`src/hw/rtl/rtd_pkg.sv`:
```
package rtd_pkg;

   localparam int VALUE_BITS_DEF = 31;
   localparam int RADIX_W        = 6;
   localparam int CHAR_W         = 7;

   localparam logic [RADIX_W-1:0] RADIX_RESET  = 6'd10;
   localparam logic [RADIX_W-1:0] RADIX_MIN    = 6'd2;
   localparam logic [RADIX_W-1:0] RADIX_MAX    = 6'd36;
   localparam logic [RADIX_W-1:0] LAST_NUMERIC = 6'd9;

   localparam logic [CHAR_W-1:0] ASCII_ZERO    = 7'd48;
   localparam logic [CHAR_W-1:0] LETTER_OFFSET = 7'd55;

   // queue status seen by both sides
   typedef struct packed {
      logic full;
      logic empty;
   } q_stat_type;

   function automatic logic [RADIX_W-1:0] clamp_radix(input logic [RADIX_W-1:0] r);
      if (r < RADIX_MIN) begin
         return RADIX_MIN;
      end else if (r > RADIX_MAX) begin
         return RADIX_MAX;
      end
      return r;
   endfunction

   function automatic logic [CHAR_W-1:0] digit_to_ascii(input logic [RADIX_W-1:0] d);
      if (d > LAST_NUMERIC) begin
         return CHAR_W'(d) + LETTER_OFFSET;
      end
      return CHAR_W'(d) + ASCII_ZERO;
   endfunction

endpackage

```
`src/hw/rtl/integer_to_radix_digits_top.sv`:
```
// Flow: an accepted input is queued; the back end takes it into the divider, which finds the
// digits by repeated division and reads them out of the digit store msd first via the EMIT_RD
// and EMIT_OUT states and the strobe register; strobes are never back to back, the last one
// flagged. The one-bit-a-cycle divider sets the pace; a new item enters the back end only after
// the last digit of the one before; a two-entry queue lets up to two more be taken meanwhile.
// Reset (synchronous, high): radix back to 10, queue and sequencer empty; the receiver cannot
// stall, each digit stands on the rsp_ ports for exactly one cycle.
module integer_to_radix_digits_top #(
   parameter int VALUE_BITS = rtd_pkg::VALUE_BITS_DEF
) (
   input  logic                           clock,
   input  logic                           reset,
   // input transfer: start while not busy
   input  logic                           start,
   output logic                           busy,
   input  logic [VALUE_BITS-1:0]          req_value,
   // result transfer: one strobe per digit, msd first
   output logic                           rsp_strobe,
   output logic [rtd_pkg::CHAR_W-1:0]     rsp_digit_char,
   output logic                           rsp_last_digit,
   // radix register write
   input  logic                           csr_valid,
   output logic                           csr_ready,
   input  logic [rtd_pkg::RADIX_W-1:0]    csr_radix
);
   import rtd_pkg::*;

   localparam int ENT_W = VALUE_BITS + RADIX_W;

   // queue entry: clamped radix above the value, so each item keeps the
   // radix that was in force when it was taken
   logic             q_push;
   logic             q_pop;
   logic [ENT_W-1:0] q_wdata;
   logic [ENT_W-1:0] q_rdata;
   q_stat_type       q_stat;

   // front: radix register, input transfer, radix clamp
   rtd_front #(
      .VALUE_BITS (VALUE_BITS)
   ) u_front (
      .clock     (clock),
      .reset     (reset),
      .start     (start),
      .busy      (busy),
      .req_value (req_value),
      .csr_valid (csr_valid),
      .csr_ready (csr_ready),
      .csr_radix (csr_radix),
      .q_stat    (q_stat),
      .q_push    (q_push),
      .q_data    (q_wdata)
   );

   rtd_queue #(
      .WIDTH (ENT_W)
   ) u_queue (
      .clock     (clock),
      .reset     (reset),
      .push      (q_push),
      .push_data (q_wdata),
      .pop       (q_pop),
      .pop_data  (q_rdata),
      .stat      (q_stat)
   );

   // back: repeated division into the digit store, then read-out msd first
   rtd_back #(
      .VALUE_BITS (VALUE_BITS)
   ) u_back (
      .clock          (clock),
      .reset          (reset),
      .q_stat         (q_stat),
      .q_data         (q_rdata),
      .q_pop          (q_pop),
      .rsp_strobe     (rsp_strobe),
      .rsp_digit_char (rsp_digit_char),
      .rsp_last_digit (rsp_last_digit)
   );

endmodule

```
`src/hw/rtl/rtd_queue.sv`:
```
module rtd_queue #(
   parameter int WIDTH = 37
) (
   input  logic                clock,
   input  logic                reset,
   input  logic                push,
   input  logic [WIDTH-1:0]    push_data,
   input  logic                pop,
   output logic [WIDTH-1:0]    pop_data,
   output rtd_pkg::q_stat_type stat
);
   import rtd_pkg::*;

   // two entries, enough to decouple acceptance from the divider
   logic [WIDTH-1:0] ent_ff [2];
   logic             wr_ptr_ff;
   logic             rd_ptr_ff;
   logic [1:0]       cnt_ff;

   always_ff @(posedge clock) begin
      if (reset) begin
         wr_ptr_ff <= 1'b0;
         rd_ptr_ff <= 1'b0;
         cnt_ff    <= 2'd0;
      end else begin
         if (push) begin
            ent_ff[wr_ptr_ff] <= push_data;
            wr_ptr_ff         <= ~wr_ptr_ff;
         end
         if (pop) begin
            rd_ptr_ff <= ~rd_ptr_ff;
         end
         case ({push, pop})
            2'b10:   cnt_ff <= cnt_ff + 2'd1;
            2'b01:   cnt_ff <= cnt_ff - 2'd1;
            default: cnt_ff <= cnt_ff;
         endcase
      end
   end

   assign pop_data   = ent_ff[rd_ptr_ff];
   assign stat.full  = cnt_ff == 2'd2;
   assign stat.empty = cnt_ff == 2'd0;

endmodule

```
`src/hw/rtl/rtd_front.sv`:
```
module rtd_front #(
   parameter int VALUE_BITS = 31
) (
   input  logic                                   clock,
   input  logic                                   reset,
   input  logic                                   start,
   output logic                                   busy,
   input  logic [VALUE_BITS-1:0]                  req_value,
   input  logic                                   csr_valid,
   output logic                                   csr_ready,
   input  logic [rtd_pkg::RADIX_W-1:0]            csr_radix,
   input  rtd_pkg::q_stat_type                    q_stat,
   output logic                                   q_push,
   output logic [VALUE_BITS+rtd_pkg::RADIX_W-1:0] q_data
);
   import rtd_pkg::*;

   logic [RADIX_W-1:0] radix_ff;

   always_ff @(posedge clock) begin
      if (reset) begin
         radix_ff <= RADIX_RESET;
      end else if (csr_valid) begin
         radix_ff <= csr_radix;
      end
   end

   assign csr_ready = 1'b1;
   assign busy      = q_stat.full;
   assign q_push    = start & ~q_stat.full;
   // radix is clamped here so the back end only ever sees 2..36
   assign q_data    = {clamp_radix(radix_ff), req_value};

endmodule

```
`src/hw/rtl/rtd_back.sv`:
```
module rtd_back #(
   parameter int VALUE_BITS = 31
) (
   input  logic                                   clock,
   input  logic                                   reset,
   input  rtd_pkg::q_stat_type                    q_stat,
   input  logic [VALUE_BITS+rtd_pkg::RADIX_W-1:0] q_data,
   output logic                                   q_pop,
   output logic                                   rsp_strobe,
   output logic [rtd_pkg::CHAR_W-1:0]             rsp_digit_char,
   output logic                                   rsp_last_digit
);
   import rtd_pkg::*;

   localparam int CNT_W = $clog2(VALUE_BITS + 1);
   localparam int IDX_W = $clog2(VALUE_BITS);
   localparam int BIT_W = $clog2(VALUE_BITS);

   typedef enum logic [1:0] {
      IDLE,
      DIV,
      EMIT_RD,
      EMIT_OUT
   } state_type;

   state_type              state_ff;
   logic [VALUE_BITS-1:0]  quo_ff;
   logic [RADIX_W-1:0]     rdx_ff;
   logic [RADIX_W-1:0]     rem_ff;
   logic [BIT_W-1:0]       bit_cnt_ff;
   logic [CNT_W-1:0]       cnt_ff;
   logic [IDX_W-1:0]       idx_ff;
   logic                   rsp_valid_ff;
   logic [CHAR_W-1:0]      rsp_char_ff;
   logic                   rsp_last_ff;

   logic [RADIX_W-1:0]     store [VALUE_BITS];
   logic [RADIX_W-1:0]     rd_data_ff;

   logic [RADIX_W:0]       trial;
   logic                   ge;
   logic [RADIX_W:0]       rem_wide;
   logic [RADIX_W-1:0]     rem_in;
   logic [VALUE_BITS-1:0]  quo_in;
   logic                   last_bit;
   logic                   wr_en;

   // one restoring step per cycle
   assign trial    = {rem_ff, quo_ff[VALUE_BITS-1]};
   assign ge       = trial >= {1'b0, rdx_ff};
   assign rem_wide = ge ? (trial - {1'b0, rdx_ff}) : trial;
   assign rem_in   = rem_wide[RADIX_W-1:0];
   assign quo_in   = {quo_ff[VALUE_BITS-2:0], ge};
   assign last_bit = bit_cnt_ff == BIT_W'(VALUE_BITS - 1);
   assign wr_en    = (state_ff == DIV) && last_bit;

   assign q_pop = (state_ff == IDLE) && !q_stat.empty;

   always_ff @(posedge clock) begin
      if (wr_en) begin
         store[cnt_ff[IDX_W-1:0]] <= rem_in;
      end
      rd_data_ff <= store[idx_ff];
   end

   always_ff @(posedge clock) begin
      if (reset) begin
         state_ff     <= IDLE;
         cnt_ff       <= '0;
         rsp_valid_ff <= 1'b0;
      end else begin
         rsp_valid_ff <= (state_ff == EMIT_OUT);
         case (state_ff)
            IDLE: begin
               if (!q_stat.empty) begin
                  quo_ff     <= q_data[VALUE_BITS-1:0];
                  rdx_ff     <= q_data[VALUE_BITS+RADIX_W-1:VALUE_BITS];
                  rem_ff     <= '0;
                  bit_cnt_ff <= '0;
                  cnt_ff     <= '0;
                  state_ff   <= DIV;
               end
            end
            DIV: begin
               quo_ff <= quo_in;
               if (last_bit) begin
                  rem_ff     <= '0;
                  bit_cnt_ff <= '0;
                  cnt_ff     <= cnt_ff + CNT_W'(1);
                  if (quo_in == '0) begin
                     idx_ff   <= cnt_ff[IDX_W-1:0];
                     state_ff <= EMIT_RD;
                  end
               end else begin
                  rem_ff     <= rem_in;
                  bit_cnt_ff <= bit_cnt_ff + BIT_W'(1);
               end
            end
            EMIT_RD: begin
               state_ff <= EMIT_OUT;
            end
            EMIT_OUT: begin
               rsp_char_ff  <= digit_to_ascii(rd_data_ff);
               rsp_last_ff  <= idx_ff == '0;
               if (idx_ff == '0) begin
                  state_ff <= IDLE;
               end else begin
                  idx_ff   <= idx_ff - IDX_W'(1);
                  state_ff <= EMIT_RD;
               end
            end
            default: begin
               state_ff <= IDLE;
            end
         endcase
      end
   end

   assign rsp_strobe     = rsp_valid_ff;
   assign rsp_digit_char = rsp_char_ff;
   assign rsp_last_digit = rsp_last_ff;

   a_no_back_to_back: assert property (@(posedge clock) disable iff (reset)
      rsp_valid_ff |=> !rsp_valid_ff)
      else $error("digit strobes on consecutive cycles");

   a_rem_below_radix: assert property (@(posedge clock) disable iff (reset)
      (state_ff == DIV) |-> (rem_ff < rdx_ff))
      else $error("partial remainder not below radix");

   a_radix_range: assert property (@(posedge clock) disable iff (reset)
      (state_ff == DIV) |-> (rdx_ff >= RADIX_MIN && rdx_ff <= RADIX_MAX))
      else $error("radix outside 2..36 in divider");

   a_count_bound: assert property (@(posedge clock) disable iff (reset)
      cnt_ff <= CNT_W'(VALUE_BITS))
      else $error("digit count beyond store depth");

endmodule

```
`config.mk`:
```
export PLATFORM = sky130hd
export DESIGN_NAME = integer_to_radix_digits_top
export DESIGN_NICKNAME = d
export VERILOG_FILES = /design/src/hw/rtl/rtd_pkg.sv /design/src/hw/rtl/integer_to_radix_digits_top.sv /design/src/hw/rtl/rtd_queue.sv /design/src/hw/rtl/rtd_front.sv /design/src/hw/rtl/rtd_back.sv
export SDC_FILE = /design/constraint.sdc
export NUM_CORES = 1
export LEC_CHECK = 0
export BUFFER_PORTS_ARGS = -buffer_cell sky130_fd_sc_hd__buf_2
export CORE_MARGIN = 10
export CORE_UTILIZATION = 40
export CTS_BUF_LIST = sky130_fd_sc_hd__clkbuf_16
export CTS_CLUSTER_DIAMETER = 30
export DETAILED_ROUTE_END_ITERATION = 7
export SYNTH_ARGS = -nofsm -noshare
export SYNTH_HDL_FRONTEND = slang
export SYNTH_HIERARCHICAL = 1
export SYNTH_SLANG_ARGS = --single-unit
```
`constraint.sdc`:
```
create_clock -name clock -period 14.99 [get_ports clock]
set_input_delay 2.998 -clock clock [delete_from_list [all_inputs] [get_ports clock]]
set_output_delay 2.998 -clock clock [all_outputs]
set_load 0.05 [all_outputs]
```
-- Yosys cells after proc, flatten, opt, wreduce, memory -nomap -nowiden
Memories as Yosys holds them, arrays and structs flattened. A register that Yosys moved wholly into a read port is not among the register bits.
Cells that the tools add are included.
- magnitude comparators: 4
- equality and inequality tests: 11
- $add $sub $neg: 8
- muxes and demuxes: 38
- bitwise gates (word level): 6
- reductions and logical operators: 16
- operator list (operator ; count):
    one-hot mux 31 bit (2 select lines) ; 1
    2-to-1 mux 6 bit ; 6
    logical NOT 31 bit ; 1
    2-to-1 mux 31 bit ; 1
    2-to-1 mux 5 bit ; 6
    one-hot mux 5 bit (2 select lines) ; 3
    adder 6 x 6 -> 7 bit, second input constant ; 2
    2-to-1 mux 7 bit ; 2
    2-to-1 mux 1 bit ; 12
    one-hot mux 6 bit (2 select lines) ; 1
    AND reduction 3 bit ; 4
    adder 5 x 1 -> 5 bit, second input constant ; 2
    == test 2 bit, second input constant ; 4
    2-to-1 mux 2 bit ; 4
    one-hot mux 2 bit (4 select lines) ; 1
    greater-or-equal comparator 7 x 6 -> 1 bit ; 1
    greater-than comparator 6 x 4 -> 1 bit, second input constant ; 1
    greater-than comparator 6 bit, second input constant ; 1
    less-than comparator 6 x 2 -> 1 bit, second input constant ; 1
    != test 2 bit, second input constant ; 3
    nonzero test 2 bit ; 3
    subtractor 6 bit ; 1
    == test 5 bit, second input constant ; 1
    logical NOT 5 bit ; 1
    13 further kinds ; 20
- register bits after elaboration: 79
- output and inout port bits: 11
- memory bits (writable): 260
- memories kept: 2
- input bits: 41
- memory list (memory ; depth ; width ; read ports ; clocked after memory_dff ; write ports ; line ; text):
    u_back.store ; 31 ; 6 ; 1 ; 1 ; 1 ; rtd_back.sv:37 ; logic [RADIX_W-1:0] store [VALUE_BITS];
    u_queue.ent_ff ; 2 ; 37 ; 1 ; 1 ; 1 ; rtd_queue.sv:15 ; logic [WIDTH-1:0] ent_ff [2];

-- Logic depth before layout (Yosys ltp)
Gate-level depths: netlist of the first run.
- word-level depth: 6
- depth in mapped cells: 9

-- By module
The synthesis of the first run kept the hierarchy.
- by module, submodules not included (module ; cells each ; area each (µm²) ; times used ; seq. area each (µm²)):
    rtd_back ; 743 ; 11026.8 ; 1 ; 7697.4
    rtd_queue ; 137 ; 2874.0 ; 1 ; 2322.2
    rtd_front ; 65 ; 534.3 ; 1 ; 120.1

-- Worst setup path before layout of the first run
OpenSTA, ideal clock, no wires.
- path kind: input to register
- start point: input reset
- end point: register u_back.bit_cnt_ff[0] (enable)
- setup time: 0.505 ns
- data arrival time: 6.374 ns
- path slack: 8.111 ns
- data required time: 14.485 ns
- stages on the path: 2
- cells stage by stage: clkbuf_1 a211oi_1
- longest elaborated chain between the ends: 2
- RTL lines (what ; line ; text):
    start: declaration ; integer_to_radix_digits_top.sv:12 ; input logic reset,
    NOT 1 bit (no line) ; -- ;
    AND reduction 3 bit (no line) ; -- ;
    end signal: assignment ; rtd_back.sv:96 ; bit_cnt_ff <= bit_cnt_ff + BIT_W'(1);
    end: declaration ; rtd_back.sv:30 ; logic [BIT_W-1:0] bit_cnt_ff;
Every way passes these cells.
A chain may end at the register's enable or synchronous reset.

-- Worst setup path in the final report of the first run
- start point: register u_queue.cnt_ff[0]
- end point: output busy
- longest elaborated chain between the ends: 1
- RTL lines (what ; line ; text):
    start: declaration ; rtd_queue.sv:18 ; logic [1:0] cnt_ff;
    start signal: assignment ; rtd_queue.sv:34 ; 2'b10: cnt_ff <= cnt_ff + 2'd1;
    start signal: assignment ; rtd_queue.sv:35 ; 2'b01: cnt_ff <= cnt_ff - 2'd1;
    start signal: assignment ; rtd_queue.sv:36 ; default: cnt_ff <= cnt_ff;
    == test 2 bit ; rtd_queue.sv:42 ; assign stat.full = cnt_ff == 2'd2;
    end: declaration ; integer_to_radix_digits_top.sv:15 ; output logic busy,
Every way passes these cells.

==> results of run 1 <==
Yosys cell counts, types with 5 or more instances:
library cell	number
mux2_2	45
nand2_1	130
dfxtp_1	25
ha_1	19
buf_4	38
nor3_1	8
nor2_1	70
mux4_2	32
xor2_1	8
mux2i_1	26
o21ai_0	15
nor2b_1	11
nor4_1	9
inv_1	24
xnor2_1	11
nand4_1	11
edfxtp_1	321
a22oi_1	9
buf_2	6
a21oi_1	18
clkbuf_1	20
a211oi_1	8
buf_1	5
nand3_1	9
a31oi_1	5
stage by stage:
stage	util (%)	setup WS, ns
CTS	47.94	10.57
detailed placement	41.96	10.39
global route	47.94	10.56
global placement	41.96	10.49
floorplan	-	8.111
finish	47.94	10.60
worst max-delay path, stage by stage, from the launching register on:
cell and delay, ns:
dfxtp_1 0.39, and2b_2 0.24, buf_2 0.21
state kept, by name (all words and copies together) (netlist names), named ones only:
signal                 count
u_front/radix_ff           6
u_back/cnt_ff              5
u_back/rdx_ff              6
u_back/rem_ff              6
u_back/quo_ff             31
u_back/bit_cnt_ff          5
u_queue/rd_ptr_ff          1
u_back/rsp_last_digit      1
u_queue/cnt_ff             2
u_back/rsp_digit_char      7
u_back/state_ff            2
u_back/rsp_strobe          1
u_queue/ent_ff            74
u_queue/wr_ptr_ff          1
u_back/idx_ff              5
u_back/rd_data_ff          6
u_back/store             186
layer usage:
metal,part of all wire [%],wire (µm),track usage (%),vias up
met2,49,14050,21.84,214
met3,5.6,1610,3.208,70
li1,-,-,-,3662
met5,0.046,13,0,-
met1,42,12060,15.85,3812
met4,2.8,800,5.879,2
kinds of logic (layout without fill, tap and decap cells):
family	Yosys count	count (layout)	synth area share [%]
AO/OA/AOI/OAI	81	81	3.866
XOR/XNOR	19	19	1.153
adder cells (fa/ha/maj)	20	20	1.786
buffers and inverters	99	210	3.926
flip-flops	346	346	70.24
multiplexers	106	106	10.54
other	1	1	0.02598
AND/OR/NAND/NOR	273	273	8.460
power by group:
part / internal (mW) / switching, mW / leakage [nW] / total (mW)
Clock: 0.884 / 0.484 / 1.04 / 1.37
Sequential: 1.32 / 0.0350 / 3.13 / 1.35
Combinational: 0.124 / 0.343 / 1.80 / 0.467
area by class of cell:
| cell class | instances | area, µm² |
|---|---|---|
| Tap cell | 461 | 576.8 |
| Sequential cell | 346 | 10140 |
| Clock inverter | 53 | 375.4 |
| Timing Repair Buffer | 62 | 340.3 |
| Clock buffer | 70 | 1752 |
| Multi-Input combinational cell | 500 | 3772 |
| Inverter | 25 | 93.84 |
| Fill cell | 3047 | 18520 |
worst max path at each step:
stage                            startpoint              endpoint  depth (start not counted)
after floorplan                       reset  u_back/bit_cnt_ff[0]                          2
after global placement                reset      u_back/rdx_ff[4]                          2
after detailed placement              reset      u_back/rdx_ff[4]                          2
after CTS                 u_queue/cnt_ff[0]                  busy                          2
after global routing      u_queue/cnt_ff[0]                  busy                          2
final                     u_queue/cnt_ff[0]                  busy                          2
==> results.json, run 1 <==
{
  "status": "finished, final reports clean",
  "period_needed_ns": 4.387,
  "drtIter0Drc": 456,
  "holdBufCountCts": 0,
  "syn-num-nets": 1006,
  "wl_per_cell_um": 18.81,
  "leakage_nw": 5.970,
  "routed_via_density": 5.115,
  "dr_total_vias": 7760,
  "p_total_mw": 3.187,
  "layout_commonest_cell": "edfxtp_1",
  "first_pass_iters": 4,
  "fp.coreArea_um2": 35570,
  "synth_top_cell_by_area": "edfxtp_1",
  "start_kind": "flip-flop",
  "clk_pin_slew_worst_paths_ns": 0.05,
  "routed_wl_um": 28530,
  "place.gp.congestion": 0.7486,
  "cap_viol_max_count": 0,
  "syn_inst": 945,
  "slew_headroom_pct": 22.38,
  "layout_common_cells": "edfxtp_1 (321), nand2_1 (130), clkbuf_16 (70)",
  "hold_path_end": "u_queue/cnt_ff[1]",
  "core.rowCount": 69,
  "die_area_um2": 44090,
  "post-cts-setup-buffers": 0,
  "final_hold_viol_count": 0,
  "slew_viol_final": 0,
  "synth.ff_latch_count": 346,
  "worstSetupPathType": "reg -> out",
  "yosys_warnings": 6,
  "drcViolationCount": 0,
  "r2r-start": "u_back/rem_ff[4]",
  "arrival_ns": 1.39,
  "timing.hold.ws_ns": 0.5127,
  "area_growth_pct": 18.12,
  "antenna_cells": 0,
  "ys_types": 59,
  "dpl.hpwl_um": 17130,
  "synth_ff_type": "edfxtp_1",
  "portBuffers": 50,
  "placedCellCount": 1394,
  "worstPathRequired_ns": 11.99,
  "synth_edf_count": 321,
  "setup_viol": 0,
  "ant_nets": 0,
  "final_net_count": 1064,
  "cts_htree_levels": 3,
  "cts_resized": 0,
  "cts_tree": "built",
  "fin_tns_setup_ns": 0,
  "die_x_um": 210.0,
  "worst_clock_skew_ns": 0.02448,
  "cts.path.max_buffers": 3,
  "holdPathStages": 2,
  "grt_pass1_vias": 8269,
  "ios": 52,
  "antenna_found_initial": 2,
  "cts_buffers": 68,
  "layout-drive-gt1-share_pct": 24.15,
  "clk_latency_ns": 0.56,
  "start_util_pct": 40.58,
  "syn_area_per_cell_um2": 15.28,
  "critPathCaptureType": "primary output",
  "die_h_um": 210.0,
  "r2r_setup_slack_ns": 11.80,
  "cellPowerDensity_nw_per_um2": 186.9,
  "rr_endpoint": "u_back/store[10][5]",
  "cts_root_buf": "clkbuf_16",
  "synth_top_area_share_pct": 66.78,
  "ys_seq_area_share_pct": 70.24,
  "ir_drop_v": 0.0001095,
  "grt_pass1_wl_um": 45690,
  "stdcell_count": 1517,
  "rsz0062_at_grt": "false",
  "synth_area_leaders": "edfxtp_1 (67%), mux4_2 (5.0%), mux2_2 (3.5%)",
  "reg2reg_depth": 6,
  "design_area_um2": 17050,
  "min_from": "u_queue/cnt_ff[1]",
  "worst_pin_slew_ns": 1.164,
  "grtUsageTotal_pct": 13.10,
  "grt-ovfl-total": 0,
  "place_area_um2": 14920,
  "async_reset_ff_share_pct": 0,
  "grt_max_degree": 43,
  "clkSinkCount": 346,
  "syn_area_um2": 14440,
  "holdCritPathClass": "reg -> reg",
  "fin_crit_sh_pct": 29.26,
  "cp_max_fo": 4,
  "maxClockFrequency_ghz": 0.2280
}
(Power assumes the default switching activity.)
==> inputs of run 2 (changes only) <==
--- a/config.mk
+++ b/config.mk
@@ -5,6 +5,7 @@
 export SDC_FILE = /design/constraint.sdc
 export NUM_CORES = 1
 export LEC_CHECK = 0
+export ABC_AREA = 1
 export BUFFER_PORTS_ARGS = -buffer_cell sky130_fd_sc_hd__buf_2
 export CORE_MARGIN = 10
 export CORE_UTILIZATION = 40
==> constraint.sdc (replaced) <==
create_clock -name clock -period 3.7 [get_ports clock]
set_input_delay 0.74 -clock clock [delete_from_list [all_inputs] [get_ports clock]]
set_output_delay 0.74 -clock clock [all_outputs]
set_load 0.05 [all_outputs]
==> run 2 against run 1 <==
Against the previous run:
- wire length is 10% higher
- clock skew hardly changed
- clock-buffer cell count is 4 higher
- design area is 4.0% higher
- synthesized cell count is 34% higher
- die area is 2.8% higher
- critical endpoint is now u_back/store[16][5]
- largest cell class unchanged
- largest power group unchanged
- highest routed layer is now met4
==> results.json, run 2 <==
{
  "status": "finished, final reports clean",
  "cp_max_fo": 31,
  "netlist_top_cells_count": "nand2_1 (346), edfxtp_1 (321), nor2_1 (124)",
  "cts_htree_levels": 3,
  "cts.path.max_buffers": 3,
  "fin_crit_sh_pct": 72.11,
  "combPwrFrac_pct": 19.2,
  "drcViolationCount": 0,
  "leakage_nw": 6.794,
  "worst_pin_slew_ns": 1.022,
  "grtUsageTotal_pct": 13.98,
  "place_area_um2": 15330,
  "die_h_um": 212.9,
  "critPathSlowestCell": "inv_1",
  "dpl.hpwl_um": 19360,
  "synth_top_area_share_pct": 64.76,
  "fillCellCount": 3184,
  "clk_pin_slew_worst_paths_ns": 0.05,
  "hold_path_end": "u_queue/ent_ff[0][16]",
  "period_needed_ns": 2.668,
  "worstPathRequired_ns": 3.90,
  "place.gp.congestion": 0.8011,
  "antenna_cells": 0,
  "core.rowCount": 70,
  "ant_nets": 0,
  "synth.ff_latch_count": 346,
  "setup_viol": 0,
  "cap_viol_max_count": 0,
  "crit_chain": "ha_1 > a21oi_1 > a21oi_1 > nor2_2 > inv_2 > nand3_1 > nand2_1 > inv_1",
  "cellPowerDensity_nw_per_um2": 837.9,
  "p_total_mw": 14.85,
  "grt_max_degree": 92,
  "syn_inst": 1269,
  "fin_ws_ns": 1.032,
  "min_from": "req_value[16]",
  "ys_seq_area_share_pct": 68.12,
  "critical_path.top_delay_family": "buffers and inverters",
  "area_growth_pct": 19.07,
  "synth_ff_type": "edfxtp_1",
  "syn_area_per_cell_um2": 11.73,
  "post-cts-setup-buffers": 0,
  "clkSinkCount": 346,
  "antenna_found_initial": 0,
  "design_area_um2": 17720,
  "final_net_count": 1389,
  "placedCellCount": 1723,
  "ir_drop_v": 0.0004554,
  "drtIter0Drc": 901,
  "cts_tree": "built",
  "max_stage_delay_ns": 0.72,
  "holdPathStages": 1,
  "slew_headroom_pct": 31.86,
  "ios": 52,
  "swShare_pct": 28.78,
  "worst-path-buf-inv": 2,
  "grt_pass1_wl_um": 49820,
  "largest_reg_flops": 186,
  "holdBufCountCts": 0,
  "stdcell_count": 1851,
  "synth_edf_count": 321,
  "fin_tns_setup_ns": 0,
  "critPathCaptureType": "flip-flop",
  "die_x_um": 212.9,
  "portBuffers": 50,
  "routed_wl_um": 31470,
  "layout_commonest_cell": "nand2_1",
  "power_frac_clock_pct": 41.9,
  "path_common_cell": "a21oi_1",
  "slew_viol_final": 0,
  "clk_latency_ns": 0.56,
  "r2r-start": "u_back/rem_ff[1]",
  "syn_area_um2": 14890,
  "maxClockFrequency_ghz": 0.3748,
  "synth_top_cell_by_area": "edfxtp_1",
  "layout_common_cells": "nand2_1 (346), edfxtp_1 (321), nor2_1 (123)",
  "synth_area_leaders": "edfxtp_1 (65%), nand2_1 (8.7%), dfxtp_1 (3.4%)",
  "worstSetupPathType": "reg -> reg",
  "yosysMostFrequentCell": "nand2_1",
  "ys_types": 40,
  "first_pass_iters": 5,
  "cts_buffers": 71,
  "fp.coreArea_um2": 36700,
  "routed_via_density": 4.992,
  "worst_clock_skew_ns": 0.02421,
  "wl_per_cell_um": 17.00,
  "cts_resized": 0,
  "yosys_warnings": 6,
  "die_area_um2": 45330,
  "syn-num-nets": 1330,
  "dp_slack_ns": 1.061,
  "layout-drive-gt1-share_pct": 16.85,
  "start_util_pct": 40.56,
  "r2r_setup_slack_ns": 1.03,
  "async_reset_ff_share_pct": 0,
  "rr_endpoint": "u_back/store[16][5]",
  "rsz0062_at_grt": "false",
  "p_int_mw": 10.58,
  "arrival_ns": 2.86,
  "cts_root_buf": "clkbuf_16",
  "grt-ovfl-total": 0,
  "final_hold_viol_count": 0,
  "switching_power_mw": 4.275,
  "reg2reg_depth": 8,
  "dr_total_vias": 9240,
  "start_kind": "flip-flop",
  "pwr-share-seq_pct": 38.9,
  "grt_pass1_vias": 9333,
  "holdCritPathClass": "in -> reg"
}
[run 2: changes by cell type after synthesis, moves of 31 or more]
cell     delta
o21ai_0    +40
a21oi_1    +31
mux4_2     -32
nand3_1    +41
inv_1      +52
nand2_1   +216
mux2_2     -38
nor2_1     +54
[run 2: final cells by class]
class / count / area (µm²) / area share [%]
clock buffers: 74 / 1852 / 10.45
clock inverters: 54 / 540.5 / 3.050
repair buffers: 64 / 367.9 / 2.075
inverters: 81 / 304.0 / 1.715
well taps: 468 / 585.6 / 3.304
multi-input cells: 764 / 3934 / 22.19
flip-flops and latches: 346 / 10140 / 57.21
[run 2: power by group through the flow]
| stage | Sequential, mW | Clock [mW] | Combinational, mW |
|---|---|---|---|
| finish | 5.78 | 6.23 | 2.85 |
| global route | 5.82 | 6.52 | 3.22 |
| CTS | 5.78 | 6.32 | 2.91 |
| detailed placement | 5.84 | 0 | 2.89 |
| global placement | 5.83 | 0 | 2.81 |
| floorplan | 5.74 | 0 | 2.07 |
[run 2: cells by family (layout without fill, tap and decap cells)]
group           count (synthesis)  count (layout)  share of synthesized area (%)
flops                         346             346                          68.12
buf+inv                       159             273                          5.665
mux                            38              38                          3.623
other cells                     1               1                        0.02519
simple gates                  550             550                          14.82
compound gates                144             144                          5.371
xor+xnor                       11              11                         0.6472
fa+ha+maj                      20              20                          1.732
[run 2: worst max path at each step]
| stage | from | to | slack [ns] | depth (start not counted) |
|---|---|---|---|---|
| 3_3_place_gp | u_back/rem_ff[1] | u_back/store[3][2] | 1.15 | 8 |
| 4_1_cts | u_back/rem_ff[1] | u_back/store[22][2] | 1.01 | 8 |
| 3_5_place_dp | u_back/rem_ff[1] | u_back/store[1][2] | 1.06 | 8 |
| 6_report | u_back/rem_ff[1] | u_back/store[16][5] | 1.03 | 8 |
| 5_1_grt | u_back/rem_ff[2] | u_back/store[20][2] | 0.82 | 9 |
| 2_1_floorplan | start | u_queue/ent_ff[0][0] | 0.76 | 4 |
[run 2: stage by stage]
stage / hold slack, ns / utilization [%]
floorplan: 0.4379 / -
detailed placement: 0.4635 / 41.78
global placement: 0.4542 / 41.78
finish: 0.3666 / 48.30
global route: 0.3534 / 48.30
CTS: 0.3461 / 48.30
[run 2: metal layers]
metal	track usage (%)	up-vias	wire [µm]
li1	-	4465	-
met1	17.64	4427	13710
met2	23.02	283	15130
met3	3.152	65	1896
met4	5.219	0	725
met5	0	-	0
==> inputs of run 3 (changes only) <==
==> constraint.sdc (replaced) <==
create_clock -name clock -period 2.2 [get_ports clock]
set_input_delay 0.44 -clock clock [delete_from_list [all_inputs] [get_ports clock]]
set_output_delay 0.44 -clock clock [all_outputs]
set_load 0.05 [all_outputs]
==> run 3 against run 2 <==
Against the previous run:
- power rose by 71%
- critical path depth did not move
- setup slack got worse by 0.88 ns
- combinational power rose by 95%
==> results.json, run 3 (synthesis results as in run 2) <==
{
  "status": "finished, final reports clean",
  "wl_per_cell_um": 16.26,
  "slew_headroom_pct": 63.03,
  "final_hold_viol_count": 0,
  "r2r-start": "u_back/rem_ff[1]",
  "fp.coreArea_um2": 36700,
  "core.rowCount": 70,
  "maxClockFrequency_ghz": 0.4883,
  "cts.path.max_buffers": 3,
  "clk_pin_slew_worst_paths_ns": 0.05,
  "cp_max_fo": 31,
  "min_from": "req_value[4]",
  "clk_latency_ns": 0.56,
  "post-cts-setup-buffers": 0,
  "cellPowerDensity_nw_per_um2": 1391,
  "fillCellCount": 3170,
  "fin_crit_sh_pct": 93.09,
  "worst_clock_skew_ns": 0.01336,
  "area_growth_pct": 22.95,
  "worst_pin_slew_ns": 0.5528,
  "drcViolationCount": 0,
  "leakage_nw": 7.125,
  "start_kind": "flip-flop",
  "hold_path_end": "u_queue/ent_ff[0][4]",
  "layout_commonest_cell": "nand2_1",
  "worstPathRequired_ns": 2.49,
  "ios": 52,
  "grt_pass1_vias": 9536,
  "critical_path.top_delay_family": "compound AO/OA/AOI/OAI gates",
  "drtIter0Drc": 573,
  "first_pass_iters": 5,
  "worst-path-buf-inv": 3,
  "crit_chain": "ha_1 > a21oi_1 > a21oi_2 > nor2_4 > inv_4 > o21ai_2 > inv_1 > buf_12",
  "grtUsageTotal_pct": 13.91,
  "place.gp.congestion": 0.7961,
  "critPathSlowestCell": "edfxtp_1",
  "cts_tree": "built",
  "arrival_ns": 2.33,
  "cap_viol_max_count": 0,
  "grt-ovfl-total": 0,
  "portBuffers": 50,
  "ir_drop_v": 0.0009917,
  "placedCellCount": 1784,
  "grt_pass1_wl_um": 49800,
  "dr_total_vias": 9313,
  "critPathCaptureType": "flip-flop",
  "die_h_um": 212.9,
  "r2r_setup_slack_ns": 0.15,
  "layout-drive-gt1-share_pct": 20.87,
  "ant_nets": 0,
  "grt_max_degree": 56,
  "cts_root_buf": "clkbuf_16",
  "holdPathStages": 1,
  "dpl.hpwl_um": 19650,
  "worstSetupPathType": "reg -> reg",
  "p_total_mw": 25.46,
  "stdcell_count": 1915,
  "die_area_um2": 45330,
  "layout_common_cells": "nand2_1 (346), edfxtp_1 (321), nor2_1 (123)",
  "holdCritPathClass": "in -> reg",
  "routed_wl_um": 31130,
  "clkSinkCount": 346,
  "die_x_um": 212.9,
  "cts_htree_levels": 3,
  "start_util_pct": 40.56,
  "cts_buffers": 71,
  "rr_endpoint": "u_back/store[16][4]",
  "max_stage_delay_ns": 0.41,
  "slew_viol_final": 0,
  "routed_via_density": 4.863,
  "setup_viol": 0,
  "final_net_count": 1450,
  "largest_reg_flops": 186,
  "antenna_cells": 0,
  "period_needed_ns": 2.048,
  "fin_util_pct": 49.87,
  "reg2reg_depth": 8,
  "antenna_found_initial": 0
}
==> run 3: cell type report <==
cell class,instances,area [µm²],share of cell area (%)
clock buffers,71,1777,9.708
clock inverters,60,569.3,3.111
inverters,81,306.5,1.675
multi-input cells,764,3946,21.56
flip-flops and latches,346,10140,55.41
well taps,468,585.6,3.200
repair buffers,125,975.9,5.333
==> run 3: per-layer routing <==
metal / wire length, µm / share of wire [%] / track usage (%)
met1: 13420 / 43 / 16.92
met2: 15160 / 49 / 23.34
met3: 1725 / 5.5 / 3.358
met4: 822 / 2.6 / 5.539
met5: 0 / 0 / 0
==> run 3: through the flow <==
stage	TNS [ns]	setup WS [ns]	cell area [µm²]	hold WS [ns]
floorplan	0	0.1371	14910	0.4388
global placement	0	0.1274	15940	0.4537
detailed placement	0	0.09194	15940	0.4602
CTS	0	0.07579	18290	0.04059
global route	-0.2268	-0.01108	18300	0.04856
finish	0	0.1521	18300	0.06691
==> run 3: worst max-delay path by stage <==
stage,startpoint,end,cells past startpoint
2_1_floorplan,u_back/rem_ff[1],u_back/store[0][1],9
4_1_cts,u_back/rem_ff[3],u_back/store[3][1],11
3_3_place_gp,u_back/rem_ff[2],u_back/store[4][5],11
3_5_place_dp,u_back/rem_ff[3],u_back/store[10][1],11
5_1_grt,u_back/rem_ff[1],u_back/store[2][1],11
6_report,u_back/rem_ff[1],u_back/store[16][4],8
==> run 3: where the power goes <==
part           switching, mW  internal (mW)  leakage [nW]
Clock                   3.53           6.78          1.16
Sequential             0.340           9.26          3.12
Combinational           3.62           1.93          2.84
==> run 3: what timing repair did <==
| action | 4_1_cts | 5_1_grt |
|---|---|---|
| gates resized for setup | 0 | 5 |
| hold buffers | 0 | 0 |
| setup endpoints to repair | 0 | 191 |
